===== config.mk =====
export PLATFORM = sky130hd
export DESIGN_NAME = serial_keyword_command_detector_unit
export DESIGN_NICKNAME = d
export VERILOG_FILES = /design/src/rtl/skcd_pkg.sv /design/src/rtl/skcd_win_cell.sv /design/src/rtl/skcd_led_cell.sv /design/src/rtl/serial_keyword_command_detector_unit.sv
export VERILOG_INCLUDE_DIRS = /design/src /design/src/rtl
export SDC_FILE = /design/constraint.sdc
export NUM_CORES = 1
export LEC_CHECK = 0
export BUFFER_PORTS_ARGS = -buffer_cell sky130_fd_sc_hd__buf_2
export CAP_MARGIN = 10
export CELL_PAD_IN_SITES_DETAIL_PLACEMENT = 0
export CELL_PAD_IN_SITES_GLOBAL_PLACEMENT = 1
export CORE_MARGIN = 2
export CORE_UTILIZATION = 48
export CTS_CLUSTER_SIZE = 10
export DETAILED_ROUTE_END_ITERATION = 16
export GPL_TIMING_DRIVEN = 0
export PLACE_DENSITY = 0.87
export SYNTH_ARGS = -nofsm -noshare
export SYNTH_HDL_FRONTEND = slang
export SYNTH_SLANG_ARGS = --single-unit

===== constraint.sdc =====
create_clock -name clk -period 3.6 [get_ports clk]
set_input_delay 0.18 -clock clk [delete_from_list [all_inputs] [get_ports clk]]
set_output_delay 0.18 -clock clk [all_outputs]
set_load 0.02 [all_outputs]

===== src/rtl/serial_keyword_command_detector_unit_assert.svh =====
// Assertion macros shared by the detector RTL.
`ifndef SERIAL_KEYWORD_COMMAND_DETECTOR_UNIT_ASSERT_SVH
`define SERIAL_KEYWORD_COMMAND_DETECTOR_UNIT_ASSERT_SVH

`ifndef SYNTHESIS

// Same-cycle implication, checked out of reset.
`define SKCD_ASSERT_IMP(label, clock, resetn, ante, cons) \
    label: assert property (@(posedge clock) disable iff (!resetn) (ante) |-> (cons)) \
        else $error("assertion failed: consequent did not hold in the same cycle");

// Next-cycle implication, checked out of reset.
`define SKCD_ASSERT_NXT(label, clock, resetn, ante, cons) \
    label: assert property (@(posedge clock) disable iff (!resetn) (ante) |=> (cons)) \
        else $error("assertion failed: consequent did not hold in the next cycle");

`else

`define SKCD_ASSERT_IMP(label, clock, resetn, ante, cons)
`define SKCD_ASSERT_NXT(label, clock, resetn, ante, cons)

`endif

`endif


===== src/rtl/skcd_pkg.sv =====
// Types and constants of the serial keyword command detector.
package skcd_pkg;

    localparam int BUFFER_BYTES  = 64;
    localparam int MESSAGE_COUNT = 4;
    localparam int WIN_DEPTH     = 11;
    localparam int LED_COUNT     = 3;
    localparam int FILL_W        = $clog2(BUFFER_BYTES);
    localparam int MSG_W         = (MESSAGE_COUNT > 1) ? $clog2(MESSAGE_COUNT) : 1;
    localparam int TIMER_W       = 16;
    localparam int CFG_IDX_W     = 1;

    localparam logic [FILL_W-1:0] FILL_LAST = FILL_W'(BUFFER_BYTES - 1);

    // Keywords, first character in the most significant byte.
    localparam int LEFT_LEN  = 10;
    localparam int RIGHT_LEN = 11;
    localparam int STOP_LEN  = 4;
    localparam logic [LEFT_LEN*8-1:0]  KEY_LEFT  = "BRAKE LEFT";
    localparam logic [RIGHT_LEN*8-1:0] KEY_RIGHT = "BRAKE RIGHT";
    localparam logic [STOP_LEN*8-1:0]  KEY_STOP  = "STOP";

    localparam logic [TIMER_W-1:0] RESET_ON_MS    = 16'd500;
    localparam logic [TIMER_W-1:0] RESET_INTERVAL = 16'd500;

    localparam logic KIND_BYTE = 1'b0;
    localparam logic KIND_TICK = 1'b1;

    localparam logic [CFG_IDX_W-1:0] REG_LED_ON_MS      = 1'd0;
    localparam logic [CFG_IDX_W-1:0] REG_TX_INTERVAL_MS = 1'd1;

    typedef enum logic [1:0] {
        ACK_NONE  = 2'd0,
        ACK_LEFT  = 2'd1,
        ACK_RIGHT = 2'd2,
        ACK_STOP  = 2'd3
    } ack_t;

    typedef struct packed {
        logic       kind;
        logic [7:0] rx_byte;
    } cmd_word_t;

    typedef struct packed {
        logic       led_blue;
        logic       led_green;
        logic       led_red;
        logic [1:0] ack_code;
        logic       byte_dropped;
        logic       periodic_valid;
        logic [1:0] periodic_index;
    } rsp_word_t;

    typedef struct packed {
        logic shift;
        logic clear;
    } win_ctl_t;

    typedef struct packed {
        logic load;
        logic tick;
    } led_ctl_t;

endpackage


===== src/rtl/skcd_win_cell.sv =====
// One byte cell of the shifting receive window.
`include "serial_keyword_command_detector_unit_assert.svh"

module skcd_win_cell
    import skcd_pkg::*;
(
    input  logic       clk,
    input  logic       rst_n,
    input  win_ctl_t   ctl,
    input  logic [7:0] shift_in,
    output logic [7:0] data
);

    logic [7:0] data_reg;
    logic [7:0] data_next;

    always_comb
    begin
        data_next = data_reg;
        if (ctl.clear)
        begin
            data_next = 8'd0;
        end
        else if (ctl.shift)
        begin
            data_next = shift_in;
        end
    end

    always_ff @(posedge clk or negedge rst_n)
    begin
        if (!rst_n)
        begin
            data_reg <= 8'd0;
        end
        else
        begin
            data_reg <= data_next;
        end
    end

    assign data = data_reg;

    `SKCD_ASSERT_NXT(a_clear_zeroes, clk, rst_n, ctl.clear, data_reg == 8'd0)
    `SKCD_ASSERT_NXT(a_shift_loads, clk, rst_n, ctl.shift && !ctl.clear,
                     data_reg == $past(shift_in))
    `SKCD_ASSERT_NXT(a_idle_holds, clk, rst_n, !ctl.shift && !ctl.clear, $stable(data_reg))

endmodule


===== src/rtl/skcd_led_cell.sv =====
// One indicator LED with its on-time countdown.
module skcd_led_cell
    import skcd_pkg::*;
(
    input  logic               clk,
    input  logic               rst_n,
    input  led_ctl_t           ctl,
    input  logic [TIMER_W-1:0] on_ms,
    output logic               lit_next
);

    logic [TIMER_W-1:0] timer_reg;
    logic [TIMER_W-1:0] timer_next;
    logic               lit_reg;

    // A zero on-time lights the LED with an idle timer, so it stays lit.
    always_comb
    begin
        timer_next = timer_reg;
        lit_next   = lit_reg;
        if (ctl.load)
        begin
            timer_next = on_ms;
            lit_next   = 1'b1;
        end
        else if (ctl.tick && (timer_reg != '0))
        begin
            timer_next = timer_reg - 1'b1;
            if (timer_reg == TIMER_W'(1))
            begin
                lit_next = 1'b0;
            end
        end
    end

    always_ff @(posedge clk or negedge rst_n)
    begin
        if (!rst_n)
        begin
            timer_reg <= '0;
            lit_reg   <= 1'b0;
        end
        else
        begin
            timer_reg <= timer_next;
            lit_reg   <= lit_next;
        end
    end

endmodule


===== src/rtl/serial_keyword_command_detector_unit.sv =====
// Top level of the serial keyword command detector.
// Takes words, each a received byte or a millisecond tick. Each word yields
// exactly one result word, registered in the cycle after acceptance; a new
// word is taken in the same cycle that the result leaves, so the sustained
// rate is one word per cycle unless stalled. The last eleven bytes sit in
// eleven byte cells shifting on every byte not dropped; all three keywords
// are compared in parallel against the shifted window in that same cycle.
// Configuration writes are always ready and should be made while idle.
`include "serial_keyword_command_detector_unit_assert.svh"

module serial_keyword_command_detector_unit
    import skcd_pkg::*;
(
    input  logic                 clk,
    input  logic                 rst_n,
    input  logic                 cmd_valid,
    output logic                 cmd_stall,
    input  cmd_word_t            cmd_word,
    output logic                 rsp_valid,
    input  logic                 rsp_stall,
    output rsp_word_t            rsp_word,
    input  logic                 cfg_valid,
    output logic                 cfg_ready,
    input  logic [CFG_IDX_W-1:0] cfg_index,
    input  logic [TIMER_W-1:0]   cfg_data
);

    logic [TIMER_W-1:0] led_on_ms_reg;
    logic [TIMER_W-1:0] tx_interval_reg;
    logic [FILL_W-1:0]  fill_reg;
    logic [FILL_W-1:0]  fill_next;
    logic               nul_reg;
    logic               nul_next;
    logic [TIMER_W-1:0] tick_reg;
    logic [TIMER_W-1:0] tick_next;
    logic [MSG_W-1:0]   msg_reg;
    logic [MSG_W-1:0]   msg_next;
    logic               rsp_valid_reg;
    logic               rsp_valid_next;
    rsp_word_t          rsp_word_reg;
    rsp_word_t          rsp_word_next;

    logic                   accept;
    logic                   is_byte;
    logic                   is_tick;
    logic                   full;
    logic                   byte_ok;
    logic [FILL_W-1:0]      fill_inc;
    logic [TIMER_W-1:0]     tick_inc;
    logic                   fire;
    logic                   nul_seen;
    ack_t                   ack;
    logic [7:0]             win_data  [WIN_DEPTH];
    logic [7:0]             shift_src [WIN_DEPTH];
    logic [WIN_DEPTH*8-1:0] view_flat;
    win_ctl_t               win_ctl;
    led_ctl_t               led_ctl   [LED_COUNT];
    logic [LED_COUNT-1:0]   lit_next;

    assign cmd_stall = rsp_valid_reg & rsp_stall;
    assign accept    = cmd_valid & ~cmd_stall;
    assign is_byte   = accept && (cmd_word.kind == KIND_BYTE);
    assign is_tick   = accept && (cmd_word.kind == KIND_TICK);
    assign full      = (fill_reg == FILL_LAST);
    assign byte_ok   = is_byte && !full;
    assign fill_inc  = fill_reg + 1'b1;
    assign nul_seen  = nul_reg || (cmd_word.rx_byte == 8'd0);
    assign cfg_ready = 1'b1;

    // Window as it stands after this byte; the oldest byte is most significant.
    genvar gi;
    generate
        for (gi = 0; gi < WIN_DEPTH; gi++)
        begin : g_win
            if (gi == WIN_DEPTH - 1)
            begin : g_head
                assign shift_src[gi] = cmd_word.rx_byte;
            end
            else
            begin : g_body
                assign shift_src[gi] = win_data[gi+1];
            end
            assign view_flat[(WIN_DEPTH-1-gi)*8 +: 8] = shift_src[gi];

            skcd_win_cell u_cell (
                .clk      (clk),
                .rst_n    (rst_n),
                .ctl      (win_ctl),
                .shift_in (shift_src[gi]),
                .data     (win_data[gi])
            );
        end
    endgenerate

    always_comb
    begin
        ack = ACK_NONE;
        if (byte_ok && !nul_seen)
        begin
            if ((fill_inc >= FILL_W'(LEFT_LEN)) && (view_flat[LEFT_LEN*8-1:0] == KEY_LEFT))
            begin
                ack = ACK_LEFT;
            end
            else if ((fill_inc >= FILL_W'(RIGHT_LEN))
                     && (view_flat[RIGHT_LEN*8-1:0] == KEY_RIGHT))
            begin
                ack = ACK_RIGHT;
            end
            else if ((fill_inc >= FILL_W'(STOP_LEN))
                     && (view_flat[STOP_LEN*8-1:0] == KEY_STOP))
            begin
                ack = ACK_STOP;
            end
        end
    end

    assign win_ctl.shift = byte_ok;
    assign win_ctl.clear = (is_byte && full) || (ack != ACK_NONE);

    always_comb
    begin
        fill_next = fill_reg;
        nul_next  = nul_reg;
        if (win_ctl.clear)
        begin
            fill_next = '0;
            nul_next  = 1'b0;
        end
        else if (byte_ok)
        begin
            fill_next = fill_inc;
            nul_next  = nul_seen;
        end
    end

    // LED cells: blue follows the left brake, green the right, red the stop.
    assign led_ctl[0] = '{load: (ack == ACK_LEFT),  tick: is_tick};
    assign led_ctl[1] = '{load: (ack == ACK_RIGHT), tick: is_tick};
    assign led_ctl[2] = '{load: (ack == ACK_STOP),  tick: is_tick};

    generate
        for (gi = 0; gi < LED_COUNT; gi++)
        begin : g_led
            skcd_led_cell u_led (
                .clk      (clk),
                .rst_n    (rst_n),
                .ctl      (led_ctl[gi]),
                .on_ms    (led_on_ms_reg),
                .lit_next (lit_next[gi])
            );
        end
    endgenerate

    // Periodic scheduler.
    assign tick_inc = tick_reg + 1'b1;
    assign fire     = is_tick && (tick_inc >= tx_interval_reg);

    always_comb
    begin
        tick_next = tick_reg;
        msg_next  = msg_reg;
        if (is_tick)
        begin
            tick_next = fire ? '0 : tick_inc;
        end
        if (fire)
        begin
            if (msg_reg == MSG_W'(MESSAGE_COUNT - 1))
            begin
                msg_next = '0;
            end
            else
            begin
                msg_next = msg_reg + 1'b1;
            end
        end
    end

    always_comb
    begin
        rsp_word_next                = rsp_word_reg;
        rsp_valid_next               = rsp_valid_reg & rsp_stall;
        if (accept)
        begin
            rsp_valid_next               = 1'b1;
            rsp_word_next.led_blue       = lit_next[0];
            rsp_word_next.led_green      = lit_next[1];
            rsp_word_next.led_red        = lit_next[2];
            rsp_word_next.ack_code       = ack;
            rsp_word_next.byte_dropped   = is_byte && full;
            rsp_word_next.periodic_valid = fire;
            rsp_word_next.periodic_index = fire ? 2'(msg_reg) : 2'd0;
        end
    end

    always_ff @(posedge clk or negedge rst_n)
    begin
        if (!rst_n)
        begin
            led_on_ms_reg   <= RESET_ON_MS;
            tx_interval_reg <= RESET_INTERVAL;
            fill_reg        <= '0;
            nul_reg         <= 1'b0;
            tick_reg        <= '0;
            msg_reg         <= '0;
            rsp_valid_reg   <= 1'b0;
        end
        else
        begin
            if (cfg_valid && cfg_ready)
            begin
                case (cfg_index)
                    REG_LED_ON_MS:      led_on_ms_reg   <= cfg_data;
                    REG_TX_INTERVAL_MS: tx_interval_reg <= cfg_data;
                    default:            ;
                endcase
            end
            fill_reg      <= fill_next;
            nul_reg       <= nul_next;
            tick_reg      <= tick_next;
            msg_reg       <= msg_next;
            rsp_valid_reg <= rsp_valid_next;
        end
    end

    always_ff @(posedge clk)
    begin
        rsp_word_reg <= rsp_word_next;
    end

    assign rsp_valid = rsp_valid_reg;
    assign rsp_word  = rsp_word_reg;

    `SKCD_ASSERT_IMP(a_fill_bound, clk, rst_n, 1'b1, fill_reg <= FILL_LAST)
    `SKCD_ASSERT_NXT(a_tick_word, clk, rst_n, is_tick,
                     rsp_valid && (rsp_word.ack_code == ACK_NONE) && !rsp_word.byte_dropped)
    `SKCD_ASSERT_NXT(a_byte_word, clk, rst_n, is_byte, rsp_valid && !rsp_word.periodic_valid)
    `SKCD_ASSERT_NXT(a_match_clears, clk, rst_n, ack != ACK_NONE, fill_reg == '0 && !nul_reg)
    `SKCD_ASSERT_IMP(a_nul_blocks, clk, rst_n, nul_reg, ack == ACK_NONE)

endmodule

After elaboration in Yosys (flattened, before gate mapping). Cells that the tools add are included. W data, S select, Z words.

Input bits: 31. Output and inout bits: 12. Word-level logic and storage cells: 129. Bits in registers: 198.

Reduce and logical (&&, ||, !) cells: 27. Bitwise logic cells: 5. Add/subtract/negate cells: 6. Muxes and demuxes: 46. Order comparisons: 4. Equality and inequality tests: 11.

Operator list (number): $mux W8 (20); $mux W16 (7); $eq A88 B87 Y1 const B (1); $eq A80 B79 Y1 const B (1); $eq A16 B1 Y1 const B (3); $reduce_bool A16 Y1 (3); $sub A16 B1 Y16 const B (3); $eq A32 B31 Y1 const B (1); $add A16 B1 Y16 const B (1); $ge A16 B16 Y1 (1); $ge A6 B4 Y1 const B (2); $logic_and A1 B1 Y1 (12); $mux W1 (12); $mux W6 (2); $mux W2 (5); $reduce_bool A2 Y1 (5); $logic_not A8 Y1 (1); $add A6 B1 Y6 const B (1); $eq A2 B2 Y1 const B (3); $eq A6 B6 Y1 const B (1); $ge A6 B3 Y1 const B (1); $reduce_and A2 Y1 (2); $not A1 Y1 (3); $add A2 B1 Y2 const B (1); 4 further kinds (7).

Longest topological paths before layout. Gate-level depths: netlist of the first run.

Word-level depth: 10. Mapped depth: 16. Gate-level depth less buffers: 14.

Hierarchy. A second synthesis of the first run with hierarchy kept.

Cell total of the unflattened synthesis: 1082. Area, all modules: 11043.1 um^2.

Modules (own cells, without submodules): serial_keyword_command_detector_unit (cells each 427, instances 1, sequential area each 1736.7 um^2, area an instance 4259.1 um^2); skcd_win_cell (cells each 26, instances 10, sequential area each 200.2 um^2, area an instance 325.3 um^2); skcd_led_cell (g_led[0].u_led ...) (cells each 134, instances 2, sequential area each 425.4 um^2, area an instance 1187.4 um^2); skcd_led_cell (g_led[2].u_led) (cells each 127, instances 1, sequential area each 425.4 um^2, area an instance 1156.1 um^2).

Least setup slack after synthesis of the first run. OpenSTA, ideal clock, no wires.

Path type: flip-flop to flip-flop. Start: register tick_reg[0]. End: register msg_reg[0]. Library setup time: 0.125 ns. Clock period less this slack: 3.198 ns. Required time: 3.475 ns. Setup slack: 0.402 ns. Buffers on the path: 2. Stages on the path, launching flop included: 17. Arrival: 3.073 ns. Cells stage by stage: dfrtp_1 -> ha_1 -> and3_1 -> and3_1 -> and3_1 -> clkbuf_1 -> nand3_1 -> xnor2_1 -> ha_1 -> nand2_1 -> nor2_1 -> a211oi_1 -> o311a_1 -> o21ai_1 -> clkbuf_1 -> and2_1 -> mux2_2.

Cells in the longest elaborated chain, start to end: 3.

Ends and longest elaborated chain: start, declared (line serial_keyword_command_detector_unit.sv:34) `logic [TIMER_W-1:0] tick_reg;`; start signal, assigned (line serial_keyword_command_detector_unit.sv:220) `tick_reg <= tick_next;`; $add A16 B1 Y16 (line serial_keyword_command_detector_unit.sv:155) `assign tick_inc = tick_reg + 1'b1;`; $ge A16 B16 Y1 (line serial_keyword_command_detector_unit.sv:156) `assign fire = is_tick && (tick_inc >= tx_interval_reg);`; $logic_and A1 B1 Y1 (line serial_keyword_command_detector_unit.sv:156); net fire (line serial_keyword_command_detector_unit.sv:50) `logic fire;`; end signal, assigned (line serial_keyword_command_detector_unit.sv:221) `msg_reg <= msg_next;`; end, declared (line serial_keyword_command_detector_unit.sv:36) `logic [MSG_W-1:0] msg_reg;`.

The timed path passes the listed nets, and every way through them passes these cells. A chain may end at the register's enable or synchronous reset.

Final worst setup path of the first run.
Start: register tick_reg[0]. End: register msg_reg[1].

Same word-level chain as after synthesis.

==> impl_metrics.yaml, run 1 <==
outcome:
  outcome: "finished, final reports clean"
setup_path:
  crit_family: "simple AND/OR/NAND/NOR gates"
  path_buf_inv: 1
  max_stage_delay_ps: 410
  crit_fanout: 10
  critPathSlowestCell: "dfrtp_2"
  endpoint_kind: "flip-flop"
  cp.arrival_ps: 3770
  crit_type: "reg2reg"
  path_cells: "ha_1, and3_1, and3_1, and3_4, nand3_1, xnor2_2, ha_1, nand2_1, nor2_1, a211oi_2, a21o_1, o21ai_1, buf_4, and2_1, mux2_2"
  cp-start-kind: "flip-flop"
  cp.required_ps: 3930
cells_and_area:
  final_common_cell: "nand2_1"
  largest_reg_flops: 80
  area_growth_pct: 13.8
  final_area_um2: 11300
  layout-drive-gt1-share_pct: 14.2
  antenna_cells: 0
  instances_no_fill: 1414
  n_fill_cell: 1834
  fin_util_pct: 55.8
  nets: 1190
  mostFrequentLayoutCells: "228 x nand2_1, 176 x dfrtp_1, 131 x a21oi_1"
placement:
  place_inst: 1371
  portBuffers: 41
  dpl_cell_area_um2: 10500
  place_congestion: 0.822
  dp_hpwl_um: 17500
routing:
  drt-initial-drc-count: 548
  first_pass_iters: 5
  vias_per_cell: 5.57
  route.detailed.drc: 0
  wl_per_cell_um: 17.2
  vias: 7873
  wirelength_um: 24400
  ant_nets: 0
worst_hold_path:
  hold_path.class: "in2reg"
timing:
  relSlewSlack_pct: 56.7
  finalSetupViolations: 0
  final.min_clock_period_ps: 3440
  hold_violations: 0
  clock.fmax_ghz: 0.291
  skew_ps: 13.4
  finalCritPeriodShare_pct: 95.6
  tightestPinTransition_ps: 645
  finalMaxSlewViolations: 0
synthesis:
  netlist-cell-type-count: 65
  synth_edf_count: 9
  synthCells: 1057
  netlist_area_um2: 9920
  synth.ff_latch_count: 198
  synth.largest_area_cell: "dfrtp_1"
  synth_area_leaders: "dfrtp_1 45%, nand2_1 8.6%, a21oi_1 6.6%"
  syn_area_per_cell_um2: 9.39
  yosys_warnings: 0
  synth.yosys.seq_area_share_pct: 50.5
  netlist.area_leader.share_pct: 44.6
  async_flop_share_pct: 95.5
  synth_nets: 1115
  ys.flop_type: "dfrtp_1"
job:
  maxCapViolations: 0
die:
  ioPinCount: 43
  floorplan.die.width_um: 148
  die_h_um: 148
  core_um2: 20200
  initial_core_util_pct: 49.0
  rows: 52
  die_area_um2: 21800
cts:
  cts-root-buf: "clkbuf_16"
  htree_levels: 4
  cts_sinks: 198
  cts_tree: "built"
  insertion_delay_ps: 440
  cts_setup_buffers: 0
  numCtsBuffers: 17
  cts_buffer_depth: 2
  clkTransAtPathRegs_ps: 80
power_and_ir_drop:
  p_leak_nw: 4.96
  irDropWorstVdd_uv: 327
  total_power_mw: 6.83
  powerDensity_nw_per_um2: 604
global_routing:
  grt.overflow.total: 0
  grt_max_degree: 68
  grt_use_total_pct: 23.0
  first_global_vias: 7523
  antenna_found_initial: 0
  grt_pass1_wl_um: 39700
## area by class of cell
cell class | count | area, um^2 | area share [%]
Inverter | 25 | 93.8 | 0.831
Timing Repair Buffer | 58 | 418 | 3.70
Clock buffer | 18 | 450 | 3.99
Clock inverter | 13 | 139 | 1.23
Multi-Input combinational cell | 785 | 4630 | 41.0
Buffer | 47 | 203 | 1.80
Tap cell | 270 | 338 | 2.99
Sequential cell | 198 | 5020 | 44.4
## final timing paths
check	startpoint	to	slack [ps]	depth (start not counted)
worst min-delay path	cfg_data[2]	tx_interval_reg[2]	9	2
max in group asynchronous	rst_n	led_on_ms_reg[4]	2280	4
min in group asynchronous	rst_n	tick_reg[13]	270	2
worst min register to register	led_on_ms_reg[1]	g_led[2].u_led.timer_reg[1]	500	2
worst max-delay path	tick_reg[0]	msg_reg[1]	160	15
worst max register to register	tick_reg[0]	msg_reg[1]	160	15
## cell families (layout without fill, tap and decap cells)
| logic type | after synthesis | after routing | synth area share [%] |
|---|---|---|---|
| AOI/OAI and AO/OA | 197 | 197 | 11.3 |
| other | 1 | 1 | 0.0378 |
| and+or+nand+nor | 474 | 474 | 23.3 |
| xor gates and xnor gates | 53 | 53 | 4.68 |
| DFF | 198 | 198 | 50.5 |
| buffers and inverters | 74 | 161 | 3.03 |
| muxes | 33 | 33 | 3.75 |
| adders and majority gates | 27 | 27 | 3.40 |
## metrics by stage
| step | setup TNS (ps) | hold WS [ps] | worst slack [ps] |
|---|---|---|---|
| after global placement | -148100 | 387 | -838 |
| after global routing | -53.4 | 1.31 | -30.2 |
| after CTS | 0 | 2.46 | 17.3 |
| after detailed placement | -2870 | 149 | -350 |
| after floorplan | 0 | -116 | 402 |
| final | 0 | 8.83 | 159 |
## cell usage after synthesis, drive strengths merged, types with 3 or more instances
| cell | instances |
|---|---|
| nand2 | 228 |
| dfrtp | 177 |
| a21oi | 131 |
| nor2 | 77 |
| mux2 | 33 |
| clkbuf | 32 |
| xor2 | 29 |
| ha | 27 |
| o21ai | 27 |
| inv | 25 |
| nand3 | 25 |
| xnor2 | 24 |
| nor3 | 21 |
| nor4 | 19 |
| buf | 17 |
| and3 | 15 |
| nand4 | 13 |
| dfstp | 12 |
| or4 | 12 |
| nor4b | 11 |
| edfxtp | 9 |
| nand3b | 8 |
| o211ai | 8 |
| or3 | 7 |
| a21o | 6 |
| a22o | 6 |
| nor2b | 6 |
| nor4bb | 5 |
| a211oi | 4 |
| and2 | 4 |
| nand2b | 4 |
| nand4b | 4 |
| or2 | 4 |
| and4 | 3 |
| o31ai | 3 |
## per-layer routing
metal / share of wire (%) / global-route usage [%] / vias to the layer above
met5: 0 / 0 / -
met4: 1.6 / 6.15 / 0
met3: 3.3 / 3.70 / 29
met2: 50 / 37.8 / 150
met1: 46 / 31.9 / 3860
li1: - / - / 3834
## timing repair
| item | CTS | global route |
|---|---|---|
| hold buffers | 13 | 1 |
| endpoints found under the hold margin | 76 | 1 |
| endpoints found under the setup margin | 13 | 20 |
| gates resized for setup | 3 | 9 |
| pin swaps | 0 | 0 |
## power breakdown
group | total [mW] | internal, mW | leakage (nW) | switching, mW
logic | 1.54 | 0.730 | 2.16 | 0.806
clock network | 1.92 | 1.02 | 0.286 | 0.907
registers | 3.36 | 2.78 | 2.51 | 0.581
(Power assumes the default switching activity.)
==> run 2, diff against run 1 <==
--- a/config.mk
+++ b/config.mk
@@ -11,11 +11,12 @@
 export CELL_PAD_IN_SITES_DETAIL_PLACEMENT = 0
 export CELL_PAD_IN_SITES_GLOBAL_PLACEMENT = 1
 export CORE_MARGIN = 2
-export CORE_UTILIZATION = 48
+export CORE_UTILIZATION = 50
+export CTS_BUF_LIST = sky130_fd_sc_hd__clkbuf_2
 export CTS_CLUSTER_SIZE = 10
 export DETAILED_ROUTE_END_ITERATION = 16
 export GPL_TIMING_DRIVEN = 0
-export PLACE_DENSITY = 0.87
+export PLACE_DENSITY = 0.9
 export SYNTH_ARGS = -nofsm -noshare
 export SYNTH_HDL_FRONTEND = slang
 export SYNTH_SLANG_ARGS = --single-unit
==> impl_metrics.yaml, run 2 (synthesis gave the netlist of run 1 again) <==
routing:
  route.detailed.drc: 0
  ant_nets: 0
  wirelength_um: 24100
  first_pass_iters: 5
  drt-initial-drc-count: 455
  vias_per_cell: 5.54
  vias: 7942
  wl_per_cell_um: 16.8
setup_path:
  path_buf_inv: 1
  endpoint_kind: "flip-flop"
  rr_endpoint: "msg_reg[1]"
  cpMostUsedCell: "and3_1"
  crit_fanout: 10
  reg2reg_from: "tick_reg[0]"
  crit_family: "simple AND/OR/NAND/NOR gates"
  cp.arrival_ps: 4130
  worstRegToRegCells: 15
  path_cells: "ha_2, and3_1, and3_1, and3_2, nand3_1, xnor2_2, ha_1, nand2_1, nor2_1, a211oi_2, o311a_1, o21ai_1, buf_4, and2_1, mux2_2"
  critPathSlowestCell: "dfrtp_2"
  max_stage_delay_ps: 490
  crit_type: "reg2reg"
  cp.required_ps: 4300
  rrSetupSlack_ps: 170
  cp-start-kind: "flip-flop"
cells_and_area:
  fin_util_pct: 57.3
  nets: 1213
  area_growth_pct: 12.3
  largest_reg_flops: 80
  layout-drive-gt1-share_pct: 14.2
  mostFrequentLayoutCells: "228 x nand2_1, 176 x dfrtp_1, 131 x a21oi_1"
  final_common_cell: "nand2_1"
  final_area_um2: 11100
  instances_no_fill: 1434
worst_hold_path:
  hold_path.class: "in2reg"
  hold_end: "led_on_ms_reg[0]"
  worstHoldPathCells: 4
  min_from: "cfg_index"
global_routing:
  grt_pass1_wl_um: 39900
  grt_use_total_pct: 24.5
  grt_max_degree: 113
  grt.overflow.total: 0
  antenna_found_initial: 1
  first_global_vias: 7739
timing:
  finalMaxSlewViolations: 0
  final.min_clock_period_ps: 3430
  relSlewSlack_pct: 54.0
  tightestPinTransition_ps: 685
  rsz0062_at_grt: "false"
  clock.fmax_ghz: 0.292
  hold_violations: 0
  skew_ps: 29.4
  finalCritPeriodShare_pct: 95.2
  finalSetupViolations: 0
die:
  rows: 51
  initial_core_util_pct: 51.0
  ioPinCount: 43
  core_um2: 19500
  die_h_um: 145
  die_area_um2: 21000
  floorplan.die.width_um: 145
power_and_ir_drop:
  seqPwrFrac_pct: 56.2
  combPwrFrac_pct: 26.3
  irDropWorstVdd_uv: 291
  powerDensity_nw_per_um2: 536
  p_int_mw: 3.80
  p_clk_share_pct: 17.5
  total_power_mw: 5.97
  p_sw_share_pct: 36.4
  total_switching_power_mw: 2.17
  p_leak_nw: 4.89
cts:
  clkTransAtPathRegs_ps: 290
  numCtsBuffers: 17
  cts-root-buf: "clkbuf_2"
  htree_levels: 4
  cts_buffer_depth: 2
  cts_tree: "built"
  cts_sinks: 198
  insertion_delay_ps: 770
placement:
  dpl_cell_area_um2: 10500
  place_congestion: 0.808
  dp_hpwl_um: 17100
  place_inst: 1365
  portBuffers: 41
outcome:
  outcome: "finished, final reports clean"
job:
  maxCapViolations: 0
## run 2: cell types whose count changed in the layout (fill, tap and decap cells not counted), sizes merged
| cell | previous run | this run |
|---|---|---|
| dlygate4sd3 | 14 | 34 |
| inv | 32 | 28 |
| buf | 62 | 65 |
| clkinvlp | 2 | 5 |
| clkinv | 3 | 5 |
| diode | 0 | 1 |
## run 2: worst register-to-register path: stages (launching register included)
cell	delay, ps
dfrtp_2	490
ha_2	230
and3_1	190
and3_1	240
and3_2	270
nand3_1	130
xnor2_2	170
ha_1	290
nand2_1	50
nor2_1	130
a211oi_2	70
o311a_1	160
o21ai_1	170
buf_4	210
and2_1	240
mux2_2	350
## run 2: worst max-delay path by stage
stage                                  endpoint   startpoint  cells past startpoint
floorplan                            msg_reg[0]  tick_reg[0]                     16
global placement        g_win[4].u_cell.data[6]        rst_n                      1
detailed placement                  tick_reg[8]  tick_reg[0]                     16
CTS                                  msg_reg[1]  tick_reg[0]                     16
global route        g_led[1].u_led.timer_reg[1]    rsp_valid                     10
finish                               msg_reg[1]  tick_reg[0]                     15
## run 2: timing repair
item | CTS | global route
endpoints found under the hold margin | 232 | 0
setup endpoints to repair | 13 | 21
hold buffers | 35 | 0
buffers inserted | 3 | 0
pin swaps | 0 | 2
cloned | 0 | 0
gates resized for setup | 5 | 9
## run 2: per-layer routing
metal	wire (um)	track usage, %
met5	0	0
met4	469	6.75
met3	931	4.31
met2	12100	41.5
met1	10600	32.4
## run 2: layout make-up
cell class                      instances  area [um^2]
Antenna cell                            1         2.50
Buffer                                 47          203
Clock buffer                           18         90.1
Clock inverter                         14          129
Fill cell                            1792         8320
Inverter                               25         93.8
Multi-Input combinational cell        785         4640
Sequential cell                       198         5020
Tap cell                              265          332
Timing Repair Buffer                   81          641
## run 2: per-stage QoR
step	hold WS, ps	worst slack, ps	setup TNS, ps
after detailed placement	197	-377	-3380
final	102	172	0
after global routing	50.3	20.4	0
after CTS	25.0	8.38	0
after floorplan	-116	402	0
after global placement	388	-783	-139350
## run 2: power groups by stage
stage               combinational, mW  clock, mW  sequential [mW]
floorplan                        1.19          0             3.22
global placement                 1.45          0             3.38
detailed placement               1.50          0             3.39
CTS                              1.56       1.07             3.34
global route                     1.79       1.16             3.44
finish                           1.57       1.04             3.35
